**src/svalloc_pkg.sv**
```systemverilog
// Shared types, command codes and sizes for the voice allocator.
package svalloc_pkg;

  localparam int NUM_VOICES      = 18;
  localparam int NUM_CHANNELS    = 16;
  localparam int VOICE_W         = 5;
  localparam int AGE_W           = 32;
  localparam int PEDAL_THRESHOLD = 64;

  // Input commands
  localparam logic [2:0] CMD_NOTE_ON       = 3'd0;
  localparam logic [2:0] CMD_NOTE_OFF      = 3'd1;
  localparam logic [2:0] CMD_PEDAL         = 3'd2;
  localparam logic [2:0] CMD_ALL_NOTES_OFF = 3'd3;
  localparam logic [2:0] CMD_RESET_CTRL    = 3'd4;
  localparam logic [2:0] CMD_ALL_OFF       = 3'd5;
  localparam logic [2:0] CMD_BANK_CHANGE   = 3'd6;

  // Result event codes
  localparam logic [1:0] EV_KEY_ON  = 2'd0;
  localparam logic [1:0] EV_KEY_OFF = 2'd1;
  localparam logic [1:0] EV_HELD    = 2'd2;

  // What a cell does when the scan token passes it
  localparam logic [2:0] SCAN_PICK     = 3'd0;
  localparam logic [2:0] SCAN_NOTE_OFF = 3'd1;
  localparam logic [2:0] SCAN_REL_HELD = 3'd2;
  localparam logic [2:0] SCAN_CH_OFF   = 3'd3;
  localparam logic [2:0] SCAN_ALL_OFF  = 3'd4;

  // Operations broadcast to the selected cell
  localparam logic [1:0] OP_NONE  = 2'd0;
  localparam logic [1:0] OP_KILL  = 2'd1;
  localparam logic [1:0] OP_ALLOC = 2'd2;

  // Allocation preference, lower wins
  localparam logic [1:0] RANK_IDLE = 2'd0;
  localparam logic [1:0] RANK_HELD = 2'd1;
  localparam logic [1:0] RANK_ON   = 2'd2;
  localparam logic [1:0] RANK_NONE = 2'd3;

  typedef struct packed {
    logic               vld;
    logic               done;
    logic [1:0]         rank;
    logic [AGE_W-1:0]   age;
    logic [VOICE_W-1:0] idx;
  } tok_t;

  typedef struct packed {
    logic               vld;
    logic [1:0]         ev;
    logic [VOICE_W-1:0] voice;
    logic [3:0]         channel;
    logic [6:0]         note;
    logic [6:0]         velocity;
    logic               reload;
    logic [7:0]         patch;
  } res_t;

  typedef struct packed {
    logic               adv;
    logic [2:0]         mode;
    logic [3:0]         channel;
    logic [6:0]         note;
    logic               pedal;
    logic [1:0]         op;
    logic [VOICE_W-1:0] sel;
    logic [6:0]         velocity;
    logic [7:0]         patch;
    logic [AGE_W-1:0]   age;
    logic               clr_patch;
  } ctl_t;

endpackage

```
**src/svalloc_cell.sv**
```systemverilog
// One voice cell: holds the voice state and passes the scan token to its neighbor.
module svalloc_cell (
  input  logic                             clk,
  input  logic                             rst_n,
  input  logic [svalloc_pkg::VOICE_W-1:0]  my_idx,
  input  svalloc_pkg::ctl_t                ctl,
  input  svalloc_pkg::tok_t                tok_in,
  output svalloc_pkg::tok_t                tok_out,
  output svalloc_pkg::res_t                res
);

  logic                          on_r, on_nxt;
  logic                          held_r, held_nxt;
  logic [3:0]                    ch_r, ch_nxt;
  logic [6:0]                    note_r, note_nxt;
  logic [7:0]                    patch_r, patch_nxt;
  logic                          pv_r, pv_nxt;
  logic [svalloc_pkg::AGE_W-1:0] age_r, age_nxt;
  svalloc_pkg::tok_t             tok_r, tok_nxt;

  logic       active;
  logic [1:0] rank;
  logic       ch_hit;
  logic       sel_hit;

  assign active  = on_r | held_r;
  assign rank    = on_r ? svalloc_pkg::RANK_ON :
                   (held_r ? svalloc_pkg::RANK_HELD : svalloc_pkg::RANK_IDLE);
  assign ch_hit  = (ch_r == ctl.channel);
  assign sel_hit = (my_idx == ctl.sel);

  always_comb begin
    tok_nxt   = tok_in;
    res       = '0;
    on_nxt    = on_r;
    held_nxt  = held_r;
    ch_nxt    = ch_r;
    note_nxt  = note_r;
    patch_nxt = patch_r;
    pv_nxt    = pv_r;
    age_nxt   = age_r;

    if (tok_in.vld) begin
      case (ctl.mode)
        svalloc_pkg::SCAN_PICK: begin
          if (rank < tok_in.rank || (rank == tok_in.rank && age_r < tok_in.age)) begin
            tok_nxt.rank = rank;
            tok_nxt.age  = age_r;
            tok_nxt.idx  = my_idx;
          end
        end
        svalloc_pkg::SCAN_NOTE_OFF: begin
          // first sounding voice with this channel and note only
          if (!tok_in.done && on_r && ch_hit && note_r == ctl.note) begin
            tok_nxt.done = 1'b1;
            res.vld      = 1'b1;
            res.ev       = ctl.pedal ? svalloc_pkg::EV_HELD : svalloc_pkg::EV_KEY_OFF;
            on_nxt       = 1'b0;
            held_nxt     = ctl.pedal;
          end
        end
        svalloc_pkg::SCAN_REL_HELD: begin
          if (held_r && ch_hit) begin
            res.vld  = 1'b1;
            res.ev   = svalloc_pkg::EV_KEY_OFF;
            on_nxt   = 1'b0;
            held_nxt = 1'b0;
          end
        end
        svalloc_pkg::SCAN_CH_OFF: begin
          if (active && ch_hit) begin
            res.vld  = 1'b1;
            res.ev   = svalloc_pkg::EV_KEY_OFF;
            on_nxt   = 1'b0;
            held_nxt = 1'b0;
          end
        end
        svalloc_pkg::SCAN_ALL_OFF: begin
          if (active) begin
            res.vld  = 1'b1;
            res.ev   = svalloc_pkg::EV_KEY_OFF;
            on_nxt   = 1'b0;
            held_nxt = 1'b0;
          end
        end
        default: begin
        end
      endcase
      res.channel = ch_r;
      res.note    = note_r;
    end

    if (sel_hit) begin
      case (ctl.op)
        svalloc_pkg::OP_KILL: begin
          if (active) begin
            res.vld     = 1'b1;
            res.ev      = svalloc_pkg::EV_KEY_OFF;
            res.channel = ch_r;
            res.note    = note_r;
            on_nxt      = 1'b0;
            held_nxt    = 1'b0;
          end
        end
        svalloc_pkg::OP_ALLOC: begin
          res.vld      = 1'b1;
          res.ev       = svalloc_pkg::EV_KEY_ON;
          res.channel  = ctl.channel;
          res.note     = ctl.note;
          res.velocity = ctl.velocity;
          res.reload   = !pv_r || (patch_r != ctl.patch);
          res.patch    = ctl.patch;
          on_nxt       = 1'b1;
          held_nxt     = 1'b0;
          ch_nxt       = ctl.channel;
          note_nxt     = ctl.note;
          patch_nxt    = ctl.patch;
          pv_nxt       = 1'b1;
          age_nxt      = ctl.age;
        end
        default: begin
        end
      endcase
    end

    res.voice = res.vld ? my_idx : '0;
    if (!res.vld) begin
      res.channel = '0;
      res.note    = '0;
    end
  end

  always_ff @(posedge clk) begin
    if (!rst_n) begin
      on_r    <= 1'b0;
      held_r  <= 1'b0;
      ch_r    <= '0;
      note_r  <= '0;
      patch_r <= '0;
      pv_r    <= 1'b0;
      age_r   <= '0;
      tok_r   <= '0;
    end else begin
      if (ctl.adv) begin
        on_r    <= on_nxt;
        held_r  <= held_nxt;
        ch_r    <= ch_nxt;
        note_r  <= note_nxt;
        patch_r <= patch_nxt;
        age_r   <= age_nxt;
        tok_r   <= tok_nxt;
      end
      if (ctl.clr_patch) begin
        pv_r <= 1'b0;
      end else if (ctl.adv) begin
        pv_r <= pv_nxt;
      end
    end
  end

  assign tok_out = tok_r;

endmodule

```
**config.mk**
```make
export PLATFORM = sky130hd
export DESIGN_NAME = svalloc_cell
export DESIGN_NICKNAME = d
export VERILOG_FILES = /design/src/svalloc_pkg.sv /design/src/svalloc_cell.sv
export SDC_FILE = /design/constraint.sdc
export NUM_CORES = 1
export LEC_CHECK = 0
export BUFFER_PORTS_ARGS = -buffer_cell sky130_fd_sc_hd__buf_2
export CORE_MARGIN = 5
export CORE_UTILIZATION = 55
export DETAILED_ROUTE_END_ITERATION = 7
export PLACE_DENSITY = 0.95
export SYNTH_ARGS = -nofsm -noshare
export SYNTH_HDL_FRONTEND = slang
export SYNTH_SLANG_ARGS = --single-unit
export TNS_END_PERCENT = 20
```
**constraint.sdc**
```tcl
create_clock -name clk -period 6.4 [get_ports clk]
set_clock_uncertainty 0.1 [all_clocks]
set_input_delay 0.64 -clock clk [delete_from_list [all_inputs] [get_ports clk]]
set_output_delay 0.64 -clock clk [all_outputs]
set_load 0.005 [all_outputs]
```
* After elaboration in Yosys (flattened, before gate mapping)
Index checks and enable logic that the tools add are counted.
W data, S select, Z words.
** Storage, ports and cells
- Bits in registers :: 95
- Bits in writable memories :: 0
- Latch bits :: 0
- Memories kept :: 0
- Input port bits :: 119
- Memory bits (read-only) :: 0
** Operators by class
- Multipliers :: 0
- Divide/modulo/power cells :: 0
- $add $sub $neg :: 0
- Shifts and indexed selects :: 0
- Reduce and logical (&&, ||, !) cells :: 13
- Bitwise operators :: 2
- Order comparisons :: 2
- Equality and inequality tests :: 11
- Muxes and demuxes :: 42
** Operator list (count)
- $mux W39 :: 2
- $mux W40 :: 1
- $mux W11 :: 3
- $lt A32 B32 Y1 :: 1
- $mux W27 :: 1
- $pmux W11 S2 :: 1
- $mux W3 :: 7
- $mux W1 :: 17
- $mux W16 :: 1
- $pmux W3 S4 :: 1
- $ne A8 B8 Y1 :: 1
- $pmux W1 S4 :: 2
- $eq A7 B7 Y1 :: 1
- $eq A3 B2 Y1 const B :: 2
- $logic_and A1 B1 Y1 :: 6
- $pmux W3 S2 :: 1
- $eq A5 B5 Y1 :: 1
- $mux W5 :: 1
- $eq A4 B4 Y1 :: 1
- $mux W2 :: 2
- $pmux W1 S2 :: 2
- $eq A3 B1 Y1 const B :: 1
- $eq A3 B3 Y1 const B :: 1
- $logic_not A3 Y1 :: 1
- 10 further kinds :: 12

* Longest topological paths before layout
Gate-level depths: netlist of run 1.
- Depth in word-level cells :: 11
- Depth in mapped cells :: 11
- Mapped depth without buffers :: 9

* Least setup slack after synthesis of run 1
No wires, ideal clock.
- Path type :: input-to-output
- From :: input ctl[53] (netlist bit)
- To :: output res[22] (netlist bit)
- Cell stages on the path :: 7
- Data arrival time :: 2.196 ns
- Slack :: 3.464 ns
- Buffers on the path :: 2
- Cell sequence :: inv_1 > ha_1 > or3_1 > buf_1 > o32ai_2 > buf_2 > nor2_1
** RTL lines
- from (decl) :: RTL line svalloc_cell.sv:6 : input svalloc_pkg::ctl_t ctl,
- to (decl) :: RTL line svalloc_cell.sv:9 : output svalloc_pkg::res_t res

==> results of run 1 <==
==> area by class of cell <==
class | count | area (µm²) | share of cell area [%]
Antenna cell | 1 | 2.50 | 0.0365
Tap cell | 136 | 170 | 2.48
Timing Repair Buffer | 202 | 1030 | 15.0
Sequential cell | 95 | 1900 | 27.7
Inverter | 79 | 297 | 4.32
Multi-Input combinational cell | 495 | 3240 | 47.2
Clock buffer | 11 | 141 | 2.06
Clock inverter | 5 | 81.3 | 1.18
==> worst max-delay path: cells and delay by family <==
kind | cells | cell delay, ns
xor+xnor | 1 | 0.15
buf+inv | 2 | 0.28
simple gates | 3 | 0.81
compound gates | 1 | 0.85
==> cell families after synthesis <==
logic type               count (synthesis)
flip-flops                              95
multiplexers                             2
AO/OA/AOI/OAI                          235
adder cells (fa/ha/maj)                 35
AND/OR/NAND/NOR                        199
buffers and inverters                  129
XOR/XNOR                                24
==> path summary, 6_finish.rpt <==
kind / end / slack [ns] / cells after the start
setup reg to reg: tok_out[8] / 3.24 / 9
hold reg to reg: age_r[0] / 0.39 / 2
setup / recovery: res[16] / 2.93 / 7
hold / removal: pv_r / 0.35 / 2
==> placed cells by master, fill, tap and decap left out, drive strengths merged, types with 19 or more instances in the layout <==
| master | n |
|---|---|
| nand2 | 117 |
| inv | 79 |
| ha | 35 |
| nor2 | 32 |
| a21oi | 19 |
| buf | 202 |
| o21ai | 51 |
| a21boi | 52 |
| a211oi | 41 |
| dfxtp | 95 |
| a311oi | 39 |
==> power by group through the flow <==
stage | Combinational, W | Clock, W | Sequential, W
6_report | 0.000179 | 0.000437 | 0.000621
5_1_grt | 0.000198 | 0.000469 | 0.000624
4_1_cts | 0.000178 | 0.000446 | 0.000621
3_3_place_gp | 0.000173 | 0 | 0.000634
2_1_floorplan | 0.0000879 | 0 | 0.000637
3_5_place_dp | 0.000177 | 0 | 0.000635
==> sequential cells by signal, summed over array words and instances, names as in the netlist <==
name     count
ch_r         4
on_r         1
pv_r         1
patch_r      8
note_r       7
held_r       1
age_r       32
tok_out     41
==> per-layer routing <==
layer  share of wire, %  vias to the layer above
met2                 49                      213
met3                7.7                       21
met5              0.082                        -
li1                   -                     2844
met1                 42                     2626
met4                1.3                        2
==> through the flow <==
| step | total power, W | hold slack [ns] | instances |
|---|---|---|---|
| floorplan | 0.000724 | 0.355 | 719 |
| global placement | 0.000807 | 0.363 | 1007 |
| detailed placement | 0.000812 | 0.377 | 1007 |
| CTS | 0.00125 | 0.334 | 1023 |
| global route | 0.00129 | 0.341 | 1023 |
| finish | 0.00124 | 0.349 | 1024 |
==> out/results.ini, run 1 <==
[pwr]
p_int_w = 0.000924
switching_share_pct = 25.3
p_leak_nw = 3.01
p_per_area_nw_per_um2 = 180
p_sw_w = 0.000313
p_clk_share_pct = 35.3
seq_power_share_pct = 50.2
peakVddDrop_uv = 146
combPwrFrac_pct = 14.5

[placement]
gp_congestion = 0.885
postPlaceCellArea_um2 = 6640
pre_cts_ws_ns = 2.89
dp_hpwl_um = 11300
numPortBuffers = 194

[clock_tree]
clock-sinks = 95
root_buffer = clkbuf_8
htree_levels = 3
cts_made_buffers = 9
postCtsSetupRepairBufs = 0
clkTransAtPathRegs_ns = 0.08
postCtsHoldBufs = 0
clk_latency_ns = 0.35
clock_path_buffers = 2
cts_tree = built
cts_resized = 0

[critical_path]
critical-path-max-stage-delay_ns = 0.85
crit_top_cell = buf_2
end_kind = primary output
startpoint = my_idx[0]
worstPathMaxFanout = 17
critPathLaunchType = input pin
crit_type = input pin to primary output
slowest_stage = o32ai_2
cp.arrival_ns = 2.73
crit_chain = buf_2, xnor2_1, nand3_1, or3_1, o32ai_2, nor2_1, buf_2
crit_required_ns = 5.66
r2r_start = on_r

[logic_synthesis]
synth_flop_cell = dfxtp_1
synth_edf_count = 0
synth_top_family_by_area = compound AO/OA/AOI/OAI gates
synth_common_cells = nand2_1, dfxtp_1, inv_1
synth_mux_area_share_pct = 0.378
syn-instance-count = 719
syn_area_per_cell_um2 = 7.84
synthesis.nets = 873
synthAdderAreaFrac_pct = 7.77
synth-seq-cells = 95
synth_compound_area_share_pct = 29.3
yosysMostFrequentCell = nand2_1
synth_xor_area_share_pct = 3.73
ys_types = 48
synth_area_leaders = dfxtp_1, nand2_1, ha_1
synth_top_area_share_pct = 33.8
yosys.area_share.simple_pct = 15.8
async_flop_share_pct = 0
synth.largest_area_cell = dfxtp_1
ys_seq_area_share_pct = 33.8
synth_area_um2 = 5630
synth_warnings = 0

[grt]
grt_pass1_vias = 5597
grt.overflow.total = 0
met2_usage_pct = 43.0
antenna_found_initial = 1
use_met1_pct = 30.3
top_usage_layer = met2
grt_pass1_wl_um = 25700
met3_usage_pct = 5.51
grt_usage_pct = 24.6
grt_max_degree = 97

[floorplanning]
start_util_pct = 55.6
core_um2 = 10100
rows = 37
design.die.area_um2 = 12400
dieHeight_um = 111
io_pins = 195
die_x_um = 111

[route]
via_per_inst = 5.57
drt_iter0_drc = 430
first_pass_iters = 5
post_drt_wl_per_cell_um = 15.4
ant_nets = 0
wl_um = 15800
drc = 0
vias = 5706

[cells_and_area]
syn_to_final_growth_pct = 21.8
post-route-util_pct = 67.7
nets = 1036
drive_gt1_share_pct = 25.4
design_area_um2 = 6860
num-fill-cells = 883

[timing]
tightest_slew_ns = 1.10
hold_viol = 0
setup_tns_ns = 0
post-route-min-period_ns = 3.47
finalCritPeriodShare_pct = 54.3
slew_headroom_pct = 26.1
finalSetupViolCount = 0
fmax_ghz = 0.288
setup_ws_ns = 2.93
final_max_slew_viol_count = 0
rsz0062_at_grt = false

[job]
drv_cap = 0

[status]
outcome = complete, no violations

[hold_path]
min_from = ctl[0]
hold_class = input pin to register

No activity file was read; power rests on OpenSTA's default activity.
==> inputs of run 2 (changes only) <==
--- a/config.mk
+++ b/config.mk
@@ -5,11 +5,12 @@
 export SDC_FILE = /design/constraint.sdc
 export NUM_CORES = 1
 export LEC_CHECK = 0
+export ABC_AREA = 1
 export BUFFER_PORTS_ARGS = -buffer_cell sky130_fd_sc_hd__buf_2
 export CORE_MARGIN = 5
-export CORE_UTILIZATION = 55
+export CORE_UTILIZATION = 51
 export DETAILED_ROUTE_END_ITERATION = 7
-export PLACE_DENSITY = 0.95
+export PLACE_DENSITY = 0.9
 export SYNTH_ARGS = -nofsm -noshare
 export SYNTH_HDL_FRONTEND = slang
 export SYNTH_SLANG_ARGS = --single-unit
==> constraint.sdc (replaced) <==
create_clock -name clk -period 3.4 [get_ports clk]
set_clock_uncertainty 0.1 [all_clocks]
set_input_delay 0.34 -clock clk [delete_from_list [all_inputs] [get_ports clk]]
set_output_delay 0.34 -clock clk [all_outputs]
set_load 0.005 [all_outputs]
==> out/results.ini, run 2 <==
[cells_and_area]
post-route-util_pct = 64.7  ; -3.0 points
final_cell_mix = buf_2, nand2_1, inv_1, a21oi_1, dfxtp_1
drive_gt1_share_pct = 23.2  ; -2.2 points
largest_reg_flops = 41  ; unchanged
antennaDiodeCount = 0  ; -1
syn_to_final_growth_pct = 23.5
layout_commonest_cell = buf_2
nets = 1198  ; +16%

[timing]
rsz0062_at_grt = false
finalSetupViolCount = 0  ; unchanged
setup_tns_ns = 0  ; unchanged
setup_ws_ns = 0.643  ; -2.28 ns
finalCritPeriodShare_pct = 81.1
slew_headroom_pct = 49.0  ; +23 points
hold_viol = 0  ; unchanged
tightest_slew_ns = 0.763  ; -0.341 ns
post-route-min-period_ns = 2.76
final_max_slew_viol_count = 0  ; unchanged
fmax_ghz = 0.363

[hold_path]
min_from = ctl[0]
hold_class = input pin to register

[critical_path]
r2r_start = age_r[31]
critPathLaunchType = register
end_kind = primary output
cp.arrival_ns = 2.32  ; -0.41 ns
worstPathMaxFanout = 18  ; +1
crit_type = register to primary output
crit_required_ns = 2.96  ; -2.70 ns
startpoint = ch_r[3]

[clock_tree]
cts_resized = 0  ; unchanged
cts_made_buffers = 9  ; unchanged
cts_tree = built
clk_latency_ns = 0.34  ; about the same
postCtsHoldBufs = 0  ; unchanged
postCtsSetupRepairBufs = 0  ; unchanged
root_buffer = clkbuf_16
clock_path_buffers = 2  ; unchanged
clock-sinks = 95  ; unchanged
clkTransAtPathRegs_ns = 0.07  ; about the same
htree_levels = 3  ; unchanged

[placement]
dp_hpwl_um = 12600  ; +11%
numPortBuffers = 194  ; unchanged
gp_congestion = 0.925  ; +4.6%
pre_cts_ws_ns = 0.718  ; -2.18 ns

[grt]
met2_usage_pct = 43.3  ; +0.32 points
top_usage_layer = met2
grt_usage_pct = 24.9  ; +0.35 points
use_met1_pct = 30.1  ; -0.22 points
grt_pass1_wl_um = 27100  ; +5.4%
antenna_found_initial = 0  ; -1
grt_pass1_vias = 5891  ; +5.3%
grt.overflow.total = 0  ; unchanged
grt_max_degree = 50  ; -48%
met3_usage_pct = 5.12  ; -0.40 points

[logic_synthesis]
synth_edf_count = 0  ; unchanged
ys_seq_area_share_pct = 33.2  ; -0.53 points
synth_common_cells = nand2_1, inv_1, a21oi_1
async_flop_share_pct = 0  ; unchanged
synth_warnings = 0  ; unchanged
synth_flop_cell = dfxtp_1
syn-instance-count = 874  ; +22%
syn_area_per_cell_um2 = 6.55  ; -16%
yosysMostFrequentCell = nand2_1
synth_top_area_share_pct = 33.2  ; -0.53 points
ys_types = 34  ; -29%
synth-seq-cells = 95  ; unchanged
synthesis.nets = 1028  ; +18%
synth.largest_area_cell = dfxtp_1
synth_area_leaders = dfxtp_1, nand2_1, a21oi_1
synth_area_um2 = 5720  ; +1.6%

[pwr]
peakVddDrop_uv = 356  ; +140%
p_leak_nw = 3.59  ; +19%
p_per_area_nw_per_um2 = 357  ; +98%

[route]
post_drt_wl_per_cell_um = 14.4  ; -6.4%
ant_nets = 0  ; unchanged
via_per_inst = 5.35  ; -4.1%
first_pass_iters = 5  ; unchanged
vias = 6357  ; +11%
wl_um = 17100  ; +8.7%
drc = 0  ; unchanged
drt_iter0_drc = 574  ; +33%

[job]
drv_cap = 0  ; unchanged

[floorplanning]
die_x_um = 116  ; +4.3%
design.die.area_um2 = 13400  ; +8.7%
start_util_pct = 52.3  ; -3.2 points
io_pins = 195  ; unchanged
core_um2 = 10900  ; +7.9%
dieHeight_um = 116  ; +4.3%
rows = 38  ; +2.7%

[status]
outcome = complete, no violations

==> run 2: path summary, 6_finish.rpt <==
check                end  depth (start not counted)  slack, ns
max              res[29]                          9       0.64
min                 pv_r                          2       0.07
max reg2reg  tok_out[21]                         13       1.06
min reg2reg   tok_out[4]                          2       0.36
==> run 2: report_power, final <==
part           switching [W]  internal [W]  leakage (nW)
Sequential         0.0000186       0.00115         0.773
Clock               0.000422      0.000557         0.143
Combinational       0.000228      0.000155          2.67
==> run 2: layout make-up <==
class | instances | area [µm²]
fillers | 1012 | 3860
multi-input cells | 597 | 3110
flip-flops and latches | 95 | 1900
repair buffers | 208 | 1100
inverters | 133 | 499
clock buffers | 14 | 274
well taps | 140 | 175
clock inverters | 2 | 13.8
==> run 2: metrics by stage <==
stage	cells	hold WS [ns]	total power, W	area (µm²)
2_1_floorplan	874	0.318	0.00140	5720
3_3_place_gp	1173	0.340	0.00156	6780
3_5_place_dp	1173	0.352	0.00157	6780
4_1_cts	1189	0.0768	0.00254	7070
5_1_grt	1189	0.0706	0.00264	7070
6_report	1189	0.0743	0.00253	7070
==> run 2: metal layers <==
layer / wire length, µm / vias to the layer above
met5: 0 / -
met4: 487 / 0
met3: 1410 / 36
met2: 8240 / 267
met1: 7000 / 2856
li1: - / 3198
==> run 2: logic make-up after synthesis <==
group                      Yosys count  share of synthesized area (%)
adders and majority gates           35                           7.65
DFF                                 95                           33.2
AOI/OAI and AO/OA                  218                           20.2
and+or+nand+nor                    334                           24.8
buffers and inverters              182                           12.6
xor gates and xnor gates            10                           1.53
==> run 2: critical path, cell delays in order, from the launching register on <==
cell	delay, ns
dfxtp_1	0.33
xor2_1	0.16
nor3_1	0.15
nand2_1	0.17
inv_2	0.12
nand3_1	0.10
nand4_1	0.14
o211ai_2	0.33
a21oi_1	0.31
buf_2	0.15
==> inputs of run 3 (changes only) <==
--- a/config.mk
+++ b/config.mk
@@ -5,12 +5,12 @@
 export SDC_FILE = /design/constraint.sdc
 export NUM_CORES = 1
 export LEC_CHECK = 0
-export ABC_AREA = 1
+export ABC_AREA = 0
 export BUFFER_PORTS_ARGS = -buffer_cell sky130_fd_sc_hd__buf_2
 export CORE_MARGIN = 5
-export CORE_UTILIZATION = 51
+export CORE_UTILIZATION = 46
 export DETAILED_ROUTE_END_ITERATION = 7
-export PLACE_DENSITY = 0.9
+export PLACE_DENSITY = 0.86
 export SYNTH_ARGS = -nofsm -noshare
 export SYNTH_HDL_FRONTEND = slang
 export SYNTH_SLANG_ARGS = --single-unit
==> constraint.sdc (replaced) <==
create_clock -name clk -period 2.2 [get_ports clk]
set_clock_uncertainty 0.1 [all_clocks]
set_input_delay 0.22 -clock clk [delete_from_list [all_inputs] [get_ports clk]]
set_output_delay 0.22 -clock clk [all_outputs]
set_load 0.005 [all_outputs]
==> out/results.ini, run 3 (synthesized netlist as in run 1, its figures left out) <==
[status]
outcome = finished, violations left
violations = setup timing

[grt]
grt.overflow.total = 0  ; unchanged
grt_usage_pct = 24.3  ; -0.62 points
grt_pass1_wl_um = 28900  ; +6.3%
grt_pass1_vias = 6077  ; +3.2%
antenna_found_initial = 0  ; unchanged
grt_max_degree = 87  ; +74%

[cells_and_area]
drive_gt1_share_pct = 33.1  ; +9.9 points
syn_to_final_growth_pct = 37.2
final-seq-area_um2 = 1910  ; +0.39%
num-fill-cells = 1022  ; +0.99%
antennaDiodeCount = 0  ; unchanged
largest_reg_flops = 41  ; unchanged
multi_input_area_um2 = 3320  ; +6.8%
nets = 1113  ; -7.1%
fin_cells = 1109  ; -6.7%
layout_commonest_cell = buf_2
final_cell_mix = buf_2, nand2_1, dfxtp_1, inv_1, buf_4

[route]
met2WireLength_um = 8710  ; +5.7%
wl_um = 17700  ; +3.5%
ant_nets = 0  ; unchanged
post_drt_wl_per_cell_um = 16.0  ; +11%
route.met3.wl_um = 1210  ; -14%
highest_layer = met4
drt_iter0_drc = 535  ; -6.8%
via_per_inst = 5.44  ; +1.7%
wl_met1_um = 7400  ; +5.7%
first_pass_iters = 5  ; unchanged
drc = 0  ; unchanged
vias = 6029  ; -5.2%

[critical_path]
cpLargestDelayFamily = simple AND/OR/NAND/NOR gates
critical-path-max-stage-delay_ns = 0.34  ; about the same
rr_worst_depth = 9  ; -4
r2r_slack_ns = -0.16  ; -1.22 ns
cp.arrival_ns = 2.22  ; -0.10 ns
r2r_start = age_r[17]
startpoint = note_r[6]
crit_chain = xor2_1, nor4_2, buf_4, nand4_1, a21boi_2, o32ai_2, buf_6, nor2_1, buf_2
worstPathMaxFanout = 17  ; -1
path_buf_inv = 3  ; +1
crit_cells = 9  ; unchanged
critPathLaunchType = register
end_kind = primary output
crit_path_end = res[25]
r2r-end = tok_out[0]
crit_type = register to primary output
slowest_stage = nor4_2
crit_required_ns = 1.88  ; -1.08 ns

[clock_tree]
clock-sinks = 95  ; unchanged
clk_latency_ns = 0.35  ; about the same
root_buffer = clkbuf_16
cts_made_buffers = 9  ; unchanged
htree_levels = 3  ; unchanged
clkTransAtPathRegs_ns = 0.06  ; about the same
cts_tree = built
clock_path_buffers = 2  ; unchanged

[floorplanning]
dieHeight_um = 121  ; +4.1%
die_x_um = 121  ; +4.1%
start_util_pct = 46.9  ; -5.4 points
core_um2 = 12000  ; +9.8%
design.die.area_um2 = 14600  ; +8.3%
io_pins = 195  ; unchanged
rows = 40  ; +5.3%

[timing]
hold_viol = 0  ; unchanged
tightest_slew_ns = 0.400  ; -0.363 ns
setup_ws_ns = -0.340  ; -0.983 ns
setup_tns_ns = -8.02  ; -8.02 ns
rsz0062_at_grt = true
finalCritPeriodShare_pct = 115
final_max_slew_viol_count = 0  ; unchanged
fmax_ghz = 0.394
post-route-min-period_ns = 2.54
slew_headroom_pct = 73.2  ; +24 points
holdWs_ns = 0.0132  ; -0.0611 ns
finalSetupViolCount = 57  ; +57

[placement]
dp_cells = 1094  ; -6.7%
dp_hpwl_um = 13100  ; +4.1%
gp_congestion = 0.956  ; +3.4%
numPortBuffers = 194  ; unchanged
pre_cts_ws_ns = -0.325  ; -1.04 ns

[pwr]
peakVddDrop_uv = 349  ; -1.8%
p_int_w = 0.00288  ; +55%
p_per_area_nw_per_um2 = 502  ; +41%
combPwrFrac_pct = 15.4  ; +0.3 points
seq_power_share_pct = 46.6  ; +0.5 points
p_sw_w = 0.000999  ; +49%
switching_share_pct = 25.7  ; -0.74 points
p_leak_nw = 3.47  ; -3.5%
p_clk_share_pct = 38.0  ; -0.8 points

[job]
drv_cap = 0  ; unchanged

[hold_path]
hold_class = input pin to register

[run 3: cell count changes in the layout (fill, tap and decap cells not counted), moves of 43 or more]
cell and change:
a21boi_0 +51, a21oi_1 -100, buf_4 +60, inv_1 -43, nand2_1 -69, nand3_1 -85
[run 3: how the worst min path moves through the flow]
stage                        from   endpoint  slack [ns]  depth (start not counted)
after CTS                  ctl[2]   age_r[1]        0.01                          3
after floorplan            ctl[0]       pv_r        0.20                          1
after detailed placement   ctl[0]       pv_r        0.28                          2
final                     ctl[27]  age_r[26]        0.01                          3
after global routing       ctl[3]   age_r[2]        0.01                          3
after global placement     ctl[0]       pv_r        0.28                          2
[run 3: layout make-up]
class,instances,share of cell area [%]
Multi-Input combinational cell,495,43.0
Sequential cell,95,24.7
Timing Repair Buffer,279,22.7
Inverter,79,3.84
Clock buffer,13,3.37
Tap cell,147,2.38
Clock inverter,1,0.0648
[run 3: what timing repair did]
item | in CTS | in global routing
gates resized for setup | 14 | 7
pin swaps | 30 | 10
endpoints found under the setup margin | 58 | 59
buffers inserted | 0 | 0
endpoints found under the hold margin | 1 | 0
hold buffers | 1 | 0
[run 3: worst min-delay path, stage by stage]
cell and delay, ns:
buf_2 0.09, nand2_1 0.04, a21boi_0 0.06
[run 3: metrics by stage]
stage,instance area (µm²),total power (W),util (%)
final,7730,0.00388,64.3
after global routing,7730,0.00405,64.3
after detailed placement,7370,0.00243,61.4
after CTS,7700,0.00390,64.1
after floorplan,5650,0.00211,-
after global placement,7370,0.00242,61.4
[run 3: power groups by stage]
stage	combinational, W	clock, W	sequential, W
finish	0.000599	0.00147	0.00181
global route	0.000660	0.00157	0.00182
CTS	0.000594	0.00149	0.00181
detailed placement	0.000585	0	0.00185
global placement	0.000569	0	0.00185
floorplan	0.000256	0	0.00185
[run 3: routing by layer]
| metal | GRT usage [%] | up-vias |
|---|---|---|
| met5 | 0 | - |
| met2 | 42.5 | 216 |
| met4 | 9.07 | 0 |
| li1 | - | 2999 |
| met3 | 5.47 | 32 |
| met1 | 29.0 | 2782 |
