### src/svalloc_pkg.sv
// Shared types, command codes and sizes for the voice allocator.
package svalloc_pkg;

  localparam int NUM_VOICES      = 18;
  localparam int NUM_CHANNELS    = 16;
  localparam int VOICE_W         = 5;
  localparam int AGE_W           = 32;
  localparam int PEDAL_THRESHOLD = 64;

  // Input commands
  localparam logic [2:0] CMD_NOTE_ON       = 3'd0;
  localparam logic [2:0] CMD_NOTE_OFF      = 3'd1;
  localparam logic [2:0] CMD_PEDAL         = 3'd2;
  localparam logic [2:0] CMD_ALL_NOTES_OFF = 3'd3;
  localparam logic [2:0] CMD_RESET_CTRL    = 3'd4;
  localparam logic [2:0] CMD_ALL_OFF       = 3'd5;
  localparam logic [2:0] CMD_BANK_CHANGE   = 3'd6;

  // Result event codes
  localparam logic [1:0] EV_KEY_ON  = 2'd0;
  localparam logic [1:0] EV_KEY_OFF = 2'd1;
  localparam logic [1:0] EV_HELD    = 2'd2;

  // What a cell does when the scan token passes it
  localparam logic [2:0] SCAN_PICK     = 3'd0;
  localparam logic [2:0] SCAN_NOTE_OFF = 3'd1;
  localparam logic [2:0] SCAN_REL_HELD = 3'd2;
  localparam logic [2:0] SCAN_CH_OFF   = 3'd3;
  localparam logic [2:0] SCAN_ALL_OFF  = 3'd4;

  // Operations broadcast to the selected cell
  localparam logic [1:0] OP_NONE  = 2'd0;
  localparam logic [1:0] OP_KILL  = 2'd1;
  localparam logic [1:0] OP_ALLOC = 2'd2;

  // Allocation preference, lower wins
  localparam logic [1:0] RANK_IDLE = 2'd0;
  localparam logic [1:0] RANK_HELD = 2'd1;
  localparam logic [1:0] RANK_ON   = 2'd2;
  localparam logic [1:0] RANK_NONE = 2'd3;

  typedef struct packed {
    logic               vld;
    logic               done;
    logic [1:0]         rank;
    logic [AGE_W-1:0]   age;
    logic [VOICE_W-1:0] idx;
  } tok_t;

  typedef struct packed {
    logic               vld;
    logic [1:0]         ev;
    logic [VOICE_W-1:0] voice;
    logic [3:0]         channel;
    logic [6:0]         note;
    logic [6:0]         velocity;
    logic               reload;
    logic [7:0]         patch;
  } res_t;

  typedef struct packed {
    logic               adv;
    logic [2:0]         mode;
    logic [3:0]         channel;
    logic [6:0]         note;
    logic               pedal;
    logic [1:0]         op;
    logic [VOICE_W-1:0] sel;
    logic [6:0]         velocity;
    logic [7:0]         patch;
    logic [AGE_W-1:0]   age;
    logic               clr_patch;
  } ctl_t;

endpackage

### src/svalloc_seq.sv
// Command decoder, pass sequencer, pedal flags, age counter and result output stage.
module svalloc_seq (
  input  logic                            clk,
  input  logic                            rst_n,
  input  logic                            in_valid,
  output logic                            in_stall,
  input  logic [2:0]                      in_cmd,
  input  logic [3:0]                      in_channel,
  input  logic [6:0]                      in_note,
  input  logic [6:0]                      in_velocity,
  input  logic [7:0]                      in_patch_id,
  input  logic                            in_patch_present,
  input  logic [6:0]                      in_pedal_value,
  output logic                            out_valid,
  input  logic                            out_stall,
  output logic [1:0]                      out_event_res,
  output logic [4:0]                      out_voice,
  output logic [3:0]                      out_channel,
  output logic [6:0]                      out_note,
  output logic [6:0]                      out_velocity,
  output logic                            out_reload_patch,
  output logic [7:0]                      out_patch,
  output logic                            out_last,
  output svalloc_pkg::ctl_t               ctl,
  output svalloc_pkg::tok_t               tok_first,
  input  svalloc_pkg::tok_t               tok_last,
  input  svalloc_pkg::res_t               cell_res
);

  localparam logic [2:0] ST_IDLE  = 3'd0;
  localparam logic [2:0] ST_SCAN  = 3'd1;
  localparam logic [2:0] ST_KILL  = 3'd2;
  localparam logic [2:0] ST_ALLOC = 3'd3;
  localparam logic [2:0] ST_FLUSH = 3'd4;

  logic [2:0]                            state_r, state_nxt;
  logic [2:0]                            mode_r, mode_nxt;
  logic [3:0]                            ch_r;
  logic [6:0]                            note_r;
  logic [6:0]                            vel_r;
  logic [7:0]                            pid_r;
  logic                                  pedal_r, pedal_nxt;
  logic [svalloc_pkg::VOICE_W-1:0]       sel_r, sel_nxt;
  logic [svalloc_pkg::AGE_W-1:0]         age_cnt_r, age_cnt_nxt;
  logic [svalloc_pkg::NUM_CHANNELS-1:0]  pedal_down_r, pedal_down_nxt;
  svalloc_pkg::tok_t                     tok0_r;
  svalloc_pkg::tok_t                     tok_seed;
  svalloc_pkg::res_t                     pend_r, pend_nxt;
  svalloc_pkg::res_t                     out_r, out_nxt;
  logic                                  out_last_r, out_last_nxt;

  logic accept;
  logic can_push;
  logic start;
  logic ch_ok;
  logic emit;
  logic flush_push;
  logic clr_patch;

  assign in_stall = (state_r != ST_IDLE);
  assign accept   = in_valid && !in_stall;
  assign can_push = !out_r.vld || !out_stall;
  assign ch_ok    = int'(in_channel) < svalloc_pkg::NUM_CHANNELS;
  assign emit     = cell_res.vld && can_push;
  assign flush_push = (state_r == ST_FLUSH) && pend_r.vld && can_push;

  // Fresh token: valid, worst rank so the first cell always wins
  always_comb begin
    tok_seed      = '0;
    tok_seed.vld  = 1'b1;
    tok_seed.rank = svalloc_pkg::RANK_NONE;
  end

  // Decode the command and pick the pass to run
  always_comb begin
    start          = 1'b0;
    mode_nxt       = mode_r;
    pedal_nxt      = pedal_r;
    pedal_down_nxt = pedal_down_r;
    clr_patch      = 1'b0;
    if (accept) begin
      unique case (in_cmd)
        svalloc_pkg::CMD_NOTE_ON: begin
          if (ch_ok) begin
            if (in_velocity == 7'd0) begin
              start     = 1'b1;
              mode_nxt  = svalloc_pkg::SCAN_NOTE_OFF;
              pedal_nxt = pedal_down_r[in_channel];
            end else if (in_patch_present) begin
              start    = 1'b1;
              mode_nxt = svalloc_pkg::SCAN_PICK;
            end
          end
        end
        svalloc_pkg::CMD_NOTE_OFF: begin
          if (ch_ok) begin
            start     = 1'b1;
            mode_nxt  = svalloc_pkg::SCAN_NOTE_OFF;
            pedal_nxt = pedal_down_r[in_channel];
          end
        end
        svalloc_pkg::CMD_PEDAL: begin
          if (ch_ok) begin
            pedal_down_nxt[in_channel] = (int'(in_pedal_value) >= svalloc_pkg::PEDAL_THRESHOLD);
            if (int'(in_pedal_value) < svalloc_pkg::PEDAL_THRESHOLD) begin
              start    = 1'b1;
              mode_nxt = svalloc_pkg::SCAN_REL_HELD;
            end
          end
        end
        svalloc_pkg::CMD_ALL_NOTES_OFF: begin
          if (ch_ok) begin
            start    = 1'b1;
            mode_nxt = svalloc_pkg::SCAN_CH_OFF;
          end
        end
        svalloc_pkg::CMD_RESET_CTRL: begin
          if (ch_ok) begin
            pedal_down_nxt[in_channel] = 1'b0;
            start    = 1'b1;
            mode_nxt = svalloc_pkg::SCAN_REL_HELD;
          end
        end
        svalloc_pkg::CMD_ALL_OFF: begin
          pedal_down_nxt = '0;
          start          = 1'b1;
          mode_nxt       = svalloc_pkg::SCAN_ALL_OFF;
        end
        svalloc_pkg::CMD_BANK_CHANGE: begin
          pedal_down_nxt = '0;
          clr_patch      = 1'b1;
          start          = 1'b1;
          mode_nxt       = svalloc_pkg::SCAN_ALL_OFF;
        end
        default: begin
        end
      endcase
    end
  end

  always_comb begin
    state_nxt   = state_r;
    sel_nxt     = sel_r;
    age_cnt_nxt = age_cnt_r;
    unique case (state_r)
      ST_IDLE: begin
        if (start) state_nxt = ST_SCAN;
      end
      ST_SCAN: begin
        // token has left the last cell
        if (can_push && tok_last.vld) begin
          if (mode_r == svalloc_pkg::SCAN_PICK) begin
            sel_nxt   = tok_last.idx;
            state_nxt = ST_KILL;
          end else begin
            state_nxt = ST_FLUSH;
          end
        end
      end
      ST_KILL: begin
        if (can_push) state_nxt = ST_ALLOC;
      end
      ST_ALLOC: begin
        if (can_push) begin
          age_cnt_nxt = age_cnt_r + svalloc_pkg::AGE_W'(1);
          state_nxt   = ST_FLUSH;
        end
      end
      ST_FLUSH: begin
        if (!pend_r.vld || can_push) state_nxt = ST_IDLE;
      end
      default: state_nxt = ST_IDLE;
    endcase
  end

  // Hold the newest result back until it is known whether another follows
  always_comb begin
    pend_nxt     = pend_r;
    out_nxt      = out_r;
    out_last_nxt = out_last_r;
    if (emit && pend_r.vld) begin
      out_nxt      = pend_r;
      out_last_nxt = 1'b0;
    end else if (flush_push) begin
      out_nxt      = pend_r;
      out_last_nxt = 1'b1;
    end else if (!out_stall) begin
      out_nxt.vld = 1'b0;
    end
    if (emit) begin
      pend_nxt = cell_res;
    end else if (flush_push) begin
      pend_nxt.vld = 1'b0;
    end
  end

  always_ff @(posedge clk) begin
    if (!rst_n) begin
      state_r      <= ST_IDLE;
      mode_r       <= svalloc_pkg::SCAN_PICK;
      pedal_r      <= 1'b0;
      sel_r        <= '0;
      age_cnt_r    <= '0;
      pedal_down_r <= '0;
      tok0_r       <= '0;
      pend_r       <= '0;
      out_r        <= '0;
      out_last_r   <= 1'b0;
    end else begin
      state_r      <= state_nxt;
      mode_r       <= mode_nxt;
      pedal_r      <= pedal_nxt;
      sel_r        <= sel_nxt;
      age_cnt_r    <= age_cnt_nxt;
      pedal_down_r <= pedal_down_nxt;
      pend_r       <= pend_nxt;
      out_r        <= out_nxt;
      out_last_r   <= out_last_nxt;
      if (start) begin
        tok0_r <= tok_seed;
      end else if (can_push) begin
        tok0_r.vld <= 1'b0;
      end
    end
  end

  always_ff @(posedge clk) begin
    if (accept) begin
      ch_r   <= in_channel;
      note_r <= in_note;
      vel_r  <= in_velocity;
      pid_r  <= in_patch_id;
    end
  end

  always_comb begin
    ctl           = '0;
    ctl.adv       = can_push;
    ctl.mode      = mode_r;
    ctl.channel   = ch_r;
    ctl.note      = note_r;
    ctl.pedal     = pedal_r;
    ctl.op        = (state_r == ST_KILL)  ? svalloc_pkg::OP_KILL :
                    (state_r == ST_ALLOC) ? svalloc_pkg::OP_ALLOC : svalloc_pkg::OP_NONE;
    ctl.sel       = sel_r;
    ctl.velocity  = vel_r;
    ctl.patch     = pid_r;
    ctl.age       = age_cnt_r + svalloc_pkg::AGE_W'(1);
    ctl.clr_patch = clr_patch;
  end

  assign tok_first        = tok0_r;
  assign out_valid        = out_r.vld;
  assign out_event_res    = out_r.ev;
  assign out_voice        = out_r.voice;
  assign out_channel      = out_r.channel;
  assign out_note         = out_r.note;
  assign out_velocity     = out_r.velocity;
  assign out_reload_patch = out_r.reload;
  assign out_patch        = out_r.patch;
  assign out_last         = out_last_r;

endmodule

### config.mk
export PLATFORM = sky130hd
export DESIGN_NAME = svalloc_seq
export DESIGN_NICKNAME = d
export VERILOG_FILES = /design/src/svalloc_pkg.sv /design/src/svalloc_seq.sv
export SDC_FILE = /design/constraint.sdc
export NUM_CORES = 1
export LEC_CHECK = 0
export ABC_AREA = 1
export BUFFER_PORTS_ARGS = -buffer_cell sky130_fd_sc_hd__buf_4
export CORE_MARGIN = 2
export CORE_UTILIZATION = 50
export CTS_CLUSTER_DIAMETER = 60
export DETAILED_ROUTE_END_ITERATION = 16
export PLACE_DENSITY = 0.8
export SLEW_MARGIN = 20
export SYNTH_ARGS = -nofsm -noshare
export SYNTH_HDL_FRONTEND = slang
export SYNTH_SLANG_ARGS = --single-unit
### constraint.sdc
create_clock -name clk -period 2.4 [get_ports clk]
set_input_delay 0.24 -clock clk [delete_from_list [all_inputs] [get_ports clk]]
set_output_delay 0.24 -clock clk [all_outputs]
set_load 0.01 [all_outputs]
### Word level (Yosys, flattened, before mapping)

Index checks and enable logic that the tools add are counted.

| storage, ports and cells | value |
|---|---|
| output and inout port bits | 149 |
| bits of input ports | 117 |
| logic and storage cells | 125 |
| register bits after elaboration | 159 |

| cells by class | value |
|---|---|
| reductions and logical operators | 33 |
| eq/ne operators | 19 |
| $add $sub $neg | 1 |
| bitwise gates (word level) | 3 |
| multiplexer cells | 36 |
| magnitude comparators | 4 |

Operators with widths:

| kind | count |
|---|---|
| $pmux 16 s3 | 1 |
| $mux 35 | 1 |
| $mux 34 | 1 |
| $add 32x1->32 const B | 1 |
| $mux 3 | 9 |
| $pmux 3 s6 | 1 |
| $and 16x16->16 | 1 |
| $bwmux 16 | 1 |
| $not 16->16 | 1 |
| $mux 1 | 15 |
| $pmux 3 s5 | 1 |
| $eq 3x2->1 const B | 4 |
| $eq 3x3->1 const B | 4 |
| $ne 2x2->1 const B | 6 |
| $logic_not 3->1 | 3 |
| $reduce_bool 2->1 | 4 |
| $ge 7x7->1 const B | 1 |
| $logic_and 1x1->1 | 7 |
| $logic_not 7->1 | 1 |
| $lt 7x7->1 const B | 1 |
| $eq 3x1->1 const B | 2 |
| $reduce_and 3->1 | 2 |
| $reduce_bool 3->1 | 2 |
| $reduce_bool 6->1 | 1 |
| other kinds (18) | 25 |

### Logic depth before layout (Yosys ltp)

Gate-level depths: netlist (run 1).

| logic depth | value |
|---|---|
| depth in word-level cells | 7 |
| mapped depth | 10 |
| depth with buffers taken out | 10 |

### Worst setup path after synthesis (run 1)

Ideal clock, no wire load.

| timing path | value |
|---|---|
| path type | reg-to-reg |
| start point | register state_r[0] |
| end point | register (tool-made name) |
| cell stages (with the launch flop) | 8 |
| arrival time | 1.825 ns |
| period minus slack after synthesis | 1.895 ns |
| data required time | 2.330 ns |
| slack | 0.505 ns |
| path buffers | 0 |
| setup time | 0.070 ns |
| cell sequence | dfxtp_1 nor2_1 nand3_2 inv_1 nand3_1 nor2_1 nand2_1 a21oi_1 |

RTL lines:

| element | line | source |
|---|---|---|
| start: declaration | svalloc_seq.sv:36 | `logic [2:0] state_r, state_nxt;` |
| start signal: assignment | svalloc_seq.sv:210 | `state_r <= state_nxt;` |

==> metrics.md, run 1 <==
| Metric | Value |
|---|---|
| Status | `complete, no violations` |
| Syn avg cell area | `7.334 um^2` |
| DR iter-0 viols | `443` |
| Post-synthesis sequential area ratio | `0.4635` |
| Share of layout cells above drive strength 1 | `0.2289` |
| Distinct cells, synth | `38` |
| Vias in the first global route | `6296` |
| H-tree depth | `4` |
| Root Driver | `clkbuf_16` |
| Pins Over Slew Limit | `0` |
| Endpoint, Worst Hold | `sel_r[1]$_SDFFE_PN0P_` |
| Clock net sink count | `159` |
| Tmin final | `2281 ps` |
| Final hold slack | `30.66 ps` |
| Remaining DRCs | `0` |
| DRT Pass-1 Iters | `7` |
| Initial antenna violation count | `0` |
| DPL Wire Length | `13090 um` |
| Commonest non-fill, non-tap cell in the layout | `nor2_1` |
| FF-to-FF End | `age_cnt_r[18]$_SDFFE_PN0P_` |
| Warnings, synthesis | `0` |
| R2R setup slack | `680 ps` |
| CP dominant cell by count | `nand2_2` |
| Max clock buf depth | `2` |
| Final Wtd Congestion | `0.8831` |
| EDFF count, synth | `26` |
| Static Leak | `4.510 nW` |
| Slew @ Worst Pin | `630.0 ps` |
| Sequence of cells on the critical path | `ha_2, nand3_4, nor2_4, nand3_2, inv_2, nand2_2, nand2_2, nand2_2, buf_4` |
| Crit path DAT | `2040 ps` |
| CTS tree | `done` |
| Top FF cell, synth | `dfxtp_1` |
| Reg area | `3443 um^2` |
| DR WL/cell | `13.49 um` |
| Largest stage delay on the critical path | `420 ps` |
| # setup viols final | `0` |
| Worst VDD drop | `0.6838 mV` |
| Die ar. | `15850 um^2` |
| Core Footprint | `14530 um^2` |
| Post-route ant nets | `0` |
| Nature of the critical path endpoint | `primary output` |
| Reg-to-Reg Start | `age_cnt_r[1]$_SDFFE_PN0P_` |
| Postcts setup bufs | `0` |
| Crit path max-delay cell type | `dfxtp_1` |
| Fin crit share | `0.9502` |
| Reg2reg path depth | `10` |
| Synthesis-to-layout area growth | `29.13%` |
| First-pass GRT wire length | `30220 um` |
| RSZ-0062 raised after global routing | `no` |
| Vias per inst | `4.945` |
| FILL cells | `1310` |
| Clk_skew | `12.67 ps` |
| # IOs | `266` |
| Crit Path Category | `flip-flop to primary output` |
| Die Y | `125.9 um` |
| Mapped Area | `7430 um^2` |
| NumNets Final | `1328` |
| Antenna diode count | `0` |
| Max Fclk | `0.4385 GHz` |
| Grt ovf | `0` |
| FP Rows | `44` |
| Crit path launch type | `flip-flop` |
| Hold Crit Class | `input pin to flip-flop` |
| Post-synth ARST share | `0` |
| Hold Crit Depth | `3` |
| Max cap viols | `0` |
| Num CTS Buffers | `17` |
| GRT Util Overall | `0.2355` |
| Hold path start | `tok_last[1]` |
| Area occupied by multi-input gates | `3283 um^2` |
| Setup TNS | `0 ps` |
| Die width | `125.9 um` |
| Flops & latches, synth | `159` |
| Largest net degree at the start of global routing | `57` |
| WP data required | `2160 ps` |
| Starting Density | `0.5112` |
| Slew margin rel. | `0.5794` |
| I/O Buffers | `186` |
| Hold Vio Cnt, Final | `0` |
| Routed WL | `18980 um` |
| Worst-Skew Late Latency | `430 ps` |
| Max FO, Critical Path | `5` |
| Clk slew on worst S/H paths | `70 ps` |
| Cells after synthesis | `1013` |
| DR vias | `6958` |
| Commonest cells after routing, fill and taps aside | `nor2_1 (240), buf_4 (196), nand2_1 (164)` |
| Power per cell area | `790.6 nW/um^2` |
worst max-delay path: cells and delay by family, from the launching register on:
family / cells / cell delay (ps)
fa+ha+maj: 1 / 280
buf+inv: 2 / 240
flops: 1 / 420
simple gates: 6 / 680
metal layers:
metal	global-route usage	wire length (um)
met2	0.3896	8817
met5	0	0
met4	0.06141	228
met3	0.09686	1893
met1	0.2856	8039
cell families (layout without fill, tap and decap cells):
kind of cell             Yosys count  in the layout  share of synthesized area
AND/OR/NAND/NOR                  491            491                     0.2816
AO/OA/AOI/OAI                    173            173                     0.1184
buffers and inverters            173            346                     0.1137
flip-flops                       159            159                     0.4635
XOR/XNOR                          15             15                    0.02071
adder cells (fa/ha/maj)            1              1                   0.001684
other                              1             38                  0.0005047
worst max-delay path by stage:
stage / start / end / slack, ps / cells past startpoint
2_1_floorplan: state_r[0]$_SDFFE_PN0P_ / flip-flop / 500 / 7
3_3_place_gp: age_cnt_r[1]$_SDFFE_PN0P_ / ctl[19] / 600 / 9
3_5_place_dp: age_cnt_r[1]$_SDFFE_PN0P_ / ctl[19] / 560 / 9
4_1_cts: age_cnt_r[1]$_SDFFE_PN0P_ / ctl[19] / 70 / 9
5_1_grt: age_cnt_r[1]$_SDFFE_PN0P_ / ctl[19] / 30 / 9
6_report: age_cnt_r[1]$_SDFFE_PN0P_ / ctl[19] / 120 / 9
Yosys cell counts, types with 7 or more instances:
cell type  instances  area [um^2]
edfxtp_1          26        780.8
clkbuf_1          20        75.07
xor2_1            11        96.34
nand2_2           13        81.33
buf_2              7        35.03
nor2_2            11        68.82
a21oi_1           49        245.2
inv_1             88        330.3
buf_4             45        337.8
inv_2              7        26.28
nand3_1           33        165.2
nand2_1          164        615.6
nand4_1            8        50.05
dfxtp_1          133         2663
nor2_1           240        900.9
o21ai_0          105        525.5
o21ai_1           16        80.08
metrics by stage:
stage	power (mW)	util	instance area [um^2]	setup slack (ps)	std cells
2_1_floorplan	4.211	-	7569	504.6	1050
3_3_place_gp	4.896	0.6046	8787	603.3	1353
3_5_place_dp	4.926	0.6046	8787	559.2	1353
4_1_cts	7.641	0.6600	9592	72.18	1407
5_1_grt	7.975	0.6601	9594	27.37	1407
6_report	7.585	0.6601	9594	119.5	1407
cell type report:
type,instances,area share
repair buffers,218,0.1763
clock inverters,14,0.01513
clock buffers,18,0.04577
inverters,96,0.03769
flip-flops and latches,159,0.3589
well taps,184,0.02400
multi-input cells,718,0.3422
report_power, final:
group | switching, mW | total [mW] | leakage (nW) | internal, mW
registers | 0.193 | 3.29 | 1.33 | 3.10
clock network | 1.18 | 2.68 | 0.289 | 1.50
logic | 0.911 | 1.61 | 2.89 | 0.701
timing repair:
action / CTS / global route
resized for setup: 0 / 1
endpoints found under the setup margin: 0 / 1
hold endpoints to repair: 22 / 0
hold buffers: 22 / 0
Note: power is estimated with default switching activity, not from simulation.
==> run 2: changes to the inputs <==
--- a/config.mk
+++ b/config.mk
@@ -7,7 +7,7 @@
 export LEC_CHECK = 0
 export ABC_AREA = 1
 export BUFFER_PORTS_ARGS = -buffer_cell sky130_fd_sc_hd__buf_4
-export CORE_MARGIN = 2
+export CORE_MARGIN = 4
 export CORE_UTILIZATION = 50
 export CTS_CLUSTER_DIAMETER = 60
 export DETAILED_ROUTE_END_ITERATION = 16
==> run 2 against run 1 <==
  * Power down 1.8%
  * Setup slack better by 33 ps
  * Global-route usage is 0.91 points lower
  * First-iteration DRC count up 11%
  * Die area grew 6.5%
  * Critical path type unchanged
  * Critical endpoint unchanged
  * Highest routed layer unchanged
==> metrics.md, run 2 (synthesis results as in run 1) <==
| Metric | Value |
|---|---|
| Commonest cells after routing, fill and taps aside | `nor2_1 (240), buf_4 (197), nand2_1 (164)` |
| Max cap viols | `0 (unchanged)` |
| DR WL/cell | `13.90 um (+3.1%)` |
| Vias in the first global route | `6380 (+1.3%)` |
| Final WS setup | `152.5 ps (+33.04 ps)` |
| Starting Density | `0.5112 (unchanged)` |
| Pins Over Slew Limit | `0 (unchanged)` |
| Num CTS Buffers | `17 (unchanged)` |
| DR vias | `6929 (-0.42%)` |
| Comb pwr share | `0.220 (+0.007)` |
| Synthesis-to-layout area growth | `28.70%` |
| Worst-Skew Late Latency | `420 ps (about the same)` |
| DR iter-0 viols | `492 (+11%)` |
| Non-filler cells, final | `1408 (+0.071%)` |
| Switch share | `0.3042 (+0.002475)` |
| Final hold slack | `29.95 ps (-0.7084 ps)` |
| FILL cells | `1259 (-3.9%)` |
| Initial antenna violation count | `0 (unchanged)` |
| Largest stage delay on the critical path | `410 ps (about the same)` |
| Die width | `129.9 um (+3.2%)` |
| CP dominant cell by count | `nand2_2` |
| Hold Vio Cnt, Final | `0 (unchanged)` |
| Clk slew on worst S/H paths | `60 ps (about the same)` |
| Fin crit share | `0.9364 (-0.01377)` |
| Reg-to-Reg Start | `state_r[2]$_SDFFE_PN0P_` |
| Finished Cell Area | `9562 um^2 (-0.34%)` |
| Clk_skew | `6.617 ps (-6.057 ps)` |
| Hold Crit Class | `input pin to flip-flop` |
| Place WS | `589.0 ps (+29.83 ps)` |
| Routed WL | `19580 um (+3.2%)` |
| DRT Pass-1 Iters | `6 (-1)` |
| Cell Area, Placed | `8795 um^2 (about the same)` |
| H-tree depth | `4 (unchanged)` |
| Core Footprint | `14530 um^2 (unchanged)` |
| Crit path DAT | `2010 ps (-30 ps)` |
| Sw power | `2.265 mW (-1.0%)` |
| Slew margin rel. | `0.5781 (-0.001294)` |
| Tmin final | `2247 ps (-33.04 ps)` |
| Max clock buf depth | `2 (unchanged)` |
| I/O Buffers | `186 (unchanged)` |
| Nature of the critical path endpoint | `primary output` |
| Crit Path Category | `flip-flop to primary output` |
| Internal | `5.182 mW (-2.2%)` |
| Crit path launch type | `flip-flop` |
| Clock net sink count | `159 (unchanged)` |
| Slew @ Worst Pin | `631.9 ps (+1.939 ps)` |
| Largest net degree at the start of global routing | `61 (+7.0%)` |
| # setup viols final | `0 (unchanged)` |
| Vias per inst | `4.921 (-0.49%)` |
| Max Fclk | `0.4449 GHz (+1.5%)` |
| Critical Path Start | `age_cnt_r[1]$_SDFFE_PN0P_` |
| Remaining DRCs | `0 (unchanged)` |
| Max FO, Critical Path | `5 (unchanged)` |
| Hold path start | `in_channel[3]` |
| NumNets Final | `1329 (+0.075%)` |
| Fin util | `0.6579 (-0.002238)` |
| First-pass GRT wire length | `30500 um (+0.93%)` |
| RSZ-0062 raised after global routing | `no` |
| DPL Wire Length | `13750 um (+5.1%)` |
| # IOs | `266 (unchanged)` |
| Antenna diode count | `0 (unchanged)` |
| Setup TNS | `0 ps (unchanged)` |
| WP data required | `2160 ps (about the same)` |
| Total power | `7.447 mW (-1.8%)` |
| Static Leak | `4.498 nW (-0.25%)` |
| Commonest non-fill, non-tap cell in the layout | `nor2_1` |
| Status | `complete, no violations` |
| FP Rows | `44 (unchanged)` |
| Placed cells | `1354 (+0.074%)` |
| CTS tree | `done` |
| Post-route ant nets | `0 (unchanged)` |
| Die Y | `129.9 um (+3.2%)` |
| Grt ovf | `0 (unchanged)` |
| Die ar. | `16870 um^2 (+6.5%)` |
| Clock power share | `0.338 (-0.015)` |
| Flop pwr share | `0.442 (+0.008)` |
| Share of layout cells above drive strength 1 | `0.2279 (-0.001004)` |
| Power per cell area | `778.9 nW/um^2 (-1.5%)` |
| Crit path max-delay cell type | `dfxtp_1` |
| Final Wtd Congestion | `0.9202 (+4.2%)` |
| Sequence of cells on the critical path | `ha_2, nand3_4, nor2_4, nand3_2, inv_2, nand2_2, nand2_2, nand2_2, buf_4` |
| Worst VDD drop | `0.5870 mV (-14%)` |
| GRT Util Overall | `0.2264 (-0.009120)` |
| Root Driver | `clkbuf_16` |
[run 2: cell types whose count changed in the layout (fill, tap and decap cells not counted)]
cell / delta
bufinv_16: -1
buf_4: +1
inv_4: +1
inv_6: +3
clkinv_4: -1
clkbuf_1: +2
inv_8: -3
clkinvlp_4: -1
[run 2: repair_timing]
action                     in CTS  in global routing
hold buffers                   22                  0
resized for setup               0                  1
setup endpoints to repair       0                  2
buffers inserted                0                  0
hold endpoints to repair       22                  0
[run 2: power groups by stage]
stage	sequential, mW	combinational, mW	clock (mW)
global route	3.33	1.81	2.69
floorplan	3.44	0.766	0
detailed placement	3.34	1.60	0
global placement	3.33	1.58	0
finish	3.29	1.64	2.51
CTS	3.29	1.65	2.57
[run 2: final cells by class]
type                            count  area, um^2  area share
Timing Repair Buffer              219        1699      0.1777
Clock inverter                     12       97.59     0.01021
Tap cell                          184       230.2     0.02408
Sequential cell                   159        3443      0.3601
Inverter                           96       361.6     0.03782
Multi-Input combinational cell    718        3283      0.3434
Clock buffer                       20       446.7     0.04672
[run 2: layer usage]
layer | wire length, um | vias to the layer above | track usage
met5 | 0 | - | 0
met1 | 8077 | 3078 | 0.2778
met3 | 2014 | 31 | 0.07941
met2 | 9183 | 293 | 0.3743
li1 | - | 3527 | -
met4 | 303 | 0 | 0.07335
[run 2: path summary, 6_finish.rpt]
check / endpoint / slack (ps) / cells past startpoint
setup / recovery: ctl[19] / 150 / 9
hold / removal: ch_r[3]$_DFFE_PP_ / 30 / 1
setup reg to reg: age_cnt_r[5]$_SDFFE_PN0P_ / 690 / 10
hold reg to reg: out_last$_SDFFE_PP0P_ / 450 / 2
[run 2: worst max-delay path: cells and delay by family, from the launching register on]
kind          cells  cell delay (ps)
fa+ha+maj         1              270
buf+inv           2              230
flops             1              410
simple gates      6              660
==> run 3: changes to the inputs <==
==> constraint.sdc (replaced) <==
create_clock -name clk -period 2.2 [get_ports clk]
set_input_delay 0.22 -clock clk [delete_from_list [all_inputs] [get_ports clk]]
set_output_delay 0.22 -clock clk [all_outputs]
set_load 0.01 [all_outputs]
==> run 3 against run 2 <==
  * Sequential share of layout area is 0.67 points lower
  * Final area is 2.3% higher
  * Critical path depth is 3 lower
  * Via count is 3.2% higher
  * Wire length is 3.9% higher
  * Sequential power is 9.4% higher
  * Register-to-register slack worse by 140 ps
  * Flip-flop and latch count stayed put
  * Power is 14% higher
  * Clock-buffer cell count is 1 lower
  * Critical endpoint is now ctl[13]
  * Highest routed layer unchanged
==> metrics.md, run 3 (synthesis results as in run 1) <==
| Metric | Value |
|---|---|
| Num CTS Buffers | `17 (unchanged)` |
| Synthesis-to-layout area growth | `31.64%` |
| Clk_skew | `8.068 ps (+1.452 ps)` |
| Total power | `8.463 mW (+14%)` |
| Highest metal used | `met4` |
| Max FO, Critical Path | `4 (-1)` |
| Max Fclk | `0.4703 GHz` |
| M1 WL | `8149 um (+0.89%)` |
| FP Rows | `44 (unchanged)` |
| H-tree depth | `4 (unchanged)` |
| Crit path launch type | `flip-flop` |
| Cell Area, Placed | `8795 um^2 (unchanged)` |
| Root Driver | `clkbuf_16` |
| Largest net degree at the start of global routing | `51 (-16%)` |
| Power per cell area | `865.3 nW/um^2 (+11%)` |
| Hold Crit Class | `input pin to flip-flop` |
| WP data required | `1980 ps (-180 ps)` |
| Worst VDD drop | `0.6646 mV (+13%)` |
| DR vias | `7152 (+3.2%)` |
| Core Footprint | `14530 um^2 (unchanged)` |
| R2R setup slack | `550 ps (-140 ps)` |
| DRT Pass-1 Iters | `5 (-1)` |
| # setup viols final | `0 (unchanged)` |
| Max cap viols | `0 (unchanged)` |
| Setup TNS | `0 ps (unchanged)` |
| Die width | `129.9 um (unchanged)` |
| GRT Util Overall | `0.2358 (+0.009363)` |
| Starting Density | `0.5112 (unchanged)` |
| Commonest non-fill, non-tap cell in the layout | `nor2_1` |
| Tmin final | `2126 ps` |
| Worst-Skew Late Latency | `430 ps (about the same)` |
| Vias per inst | `5.051 (+2.6%)` |
| Switch share | `0.2987 (-0.005502)` |
| Share of layout cells above drive strength 1 | `0.2435 (+0.01557)` |
| Vias in the first global route | `6485 (+1.6%)` |
| Die Y | `129.9 um (unchanged)` |
| DR iter-0 viols | `434 (-12%)` |
| Final hold slack | `21.93 ps (-8.022 ps)` |
| Grt ovf | `0 (unchanged)` |
| Slew @ Worst Pin | `639.1 ps (+7.186 ps)` |
| Commonest cells after routing, fill and taps aside | `nor2_1 (236), buf_4 (201), nand2_1 (164)` |
| Fin crit share | `0.9664` |
| Static Leak | `4.586 nW (+2.0%)` |
| Crit Path Category | `flip-flop to primary output` |
| Die ar. | `16870 um^2 (unchanged)` |
| Hold Vio Cnt, Final | `0 (unchanged)` |
| Clock power share | `0.362 (+0.024)` |
| Initial antenna violation count | `0 (unchanged)` |
| I/O Buffers | `186 (unchanged)` |
| Sw power | `2.528 mW (+12%)` |
| DR WL met2 | `9609 um (+4.6%)` |
| Antenna diode count | `0 (unchanged)` |
| Routed WL | `20340 um (+3.9%)` |
| WL met3 | `2142 um (+6.4%)` |
| DPL Wire Length | `14020 um (+1.9%)` |
| Post-route ant nets | `0 (unchanged)` |
| CTS tree | `done` |
| Clock net sink count | `159 (unchanged)` |
| Slew margin rel. | `0.5733 (-0.004798)` |
| Crit path DAT | `1910 ps (-100 ps)` |
| Finished Cell Area | `9781 um^2 (+2.3%)` |
| Nature of the critical path endpoint | `primary output` |
| Pins Over Slew Limit | `0 (unchanged)` |
| Status | `complete, no violations` |
| Comb pwr share | `0.213 (-0.007)` |
| Internal | `5.935 mW (+15%)` |
| Max clock buf depth | `2 (unchanged)` |
| First-pass GRT wire length | `31680 um (+3.9%)` |
| DR WL/cell | `14.36 um (+3.3%)` |
| Flop pwr share | `0.425 (-0.017)` |
| # IOs | `266 (unchanged)` |
| NumNets Final | `1337 (+0.60%)` |
| Clk slew on worst S/H paths | `70 ps (about the same)` |
| Remaining DRCs | `0 (unchanged)` |
| Place WS | `373.3 ps (-215.7 ps)` |
| Final Wtd Congestion | `0.8828 (-4.1%)` |
| Final WS setup | `73.90 ps (-78.63 ps)` |
-- run 3: cell types whose count changed in the layout (fill, tap and decap cells not counted), sizes merged --
cell | before | now
buf | 197 | 201
dlygate4sd3 | 22 | 26
bufinv | 0 | 2
clkbuf | 20 | 19
clkinv | 4 | 3
clkinvlp | 0 | 1
inv | 104 | 103
-- run 3: critical path, cell delays in order (launching register included) --
cell and delay, ps:
dfxtp_1 450, nand2_2 140, nor2_2 200, nand2_1 120, nor2_2 200, xor2_2 210
buf_4 160
-- run 3: metal layers --
metal	track usage	vias to the layer above
met3	0.08105	39
met1	0.2987	3270
met2	0.3749	304
met5	0	-
met4	0.08680	0
li1	-	3539
-- run 3: through the flow --
| step | std cells | utilization |
|---|---|---|
| CTS | 1413 | 0.6678 |
| global route | 1416 | 0.6730 |
| finish | 1416 | 0.6730 |
| floorplan | 1050 | - |
| global placement | 1354 | 0.6051 |
| detailed placement | 1354 | 0.6051 |
-- run 3: cell type report --
type                            instances  area [um^2]
Sequential cell                       159         3457
Timing Repair Buffer                  227         1769
Inverter                               96        361.6
Fill cell                            1252         4753
Clock buffer                           19        452.9
Tap cell                              184        230.2
Multi-Input combinational cell        718         3342
Clock inverter                         13        167.7
-- run 3: worst paths after layout --
| path | cells past startpoint | startpoint | to |
|---|---|---|---|
| max | 6 | age_cnt_r[4]$_SDFFE_PN0P_ | ctl[13] |
| min | 3 | tok_last[4] | sel_r[4]$_SDFFE_PN0P_ |
| max reg2reg | 7 | state_r[2]$_SDFFE_PN0P_ | sel_r[2]$_SDFFE_PN0P_ |
| min reg2reg | 2 | flip-flop | flip-flop |
-- run 3: timing repair --
item | 4_1_cts | 5_1_grt
pin swaps | 1 | 1
buffers inserted | 1 | 3
hold buffers | 26 | 0
hold endpoints to repair | 26 | 0
cloned | 0 | 0
endpoints found under the setup margin | 5 | 10
resized for setup | 5 | 16
-- run 3: power groups by stage --
| stage | clock network, mW | registers (mW) | logic (mW) |
|---|---|---|---|
| finish | 3.07 | 3.60 | 1.80 |
| floorplan | 0 | 3.76 | 0.836 |
| global placement | 0 | 3.64 | 1.72 |
| CTS | 3.12 | 3.59 | 1.81 |
| detailed placement | 0 | 3.64 | 1.76 |
| global route | 3.25 | 3.64 | 2.00 |
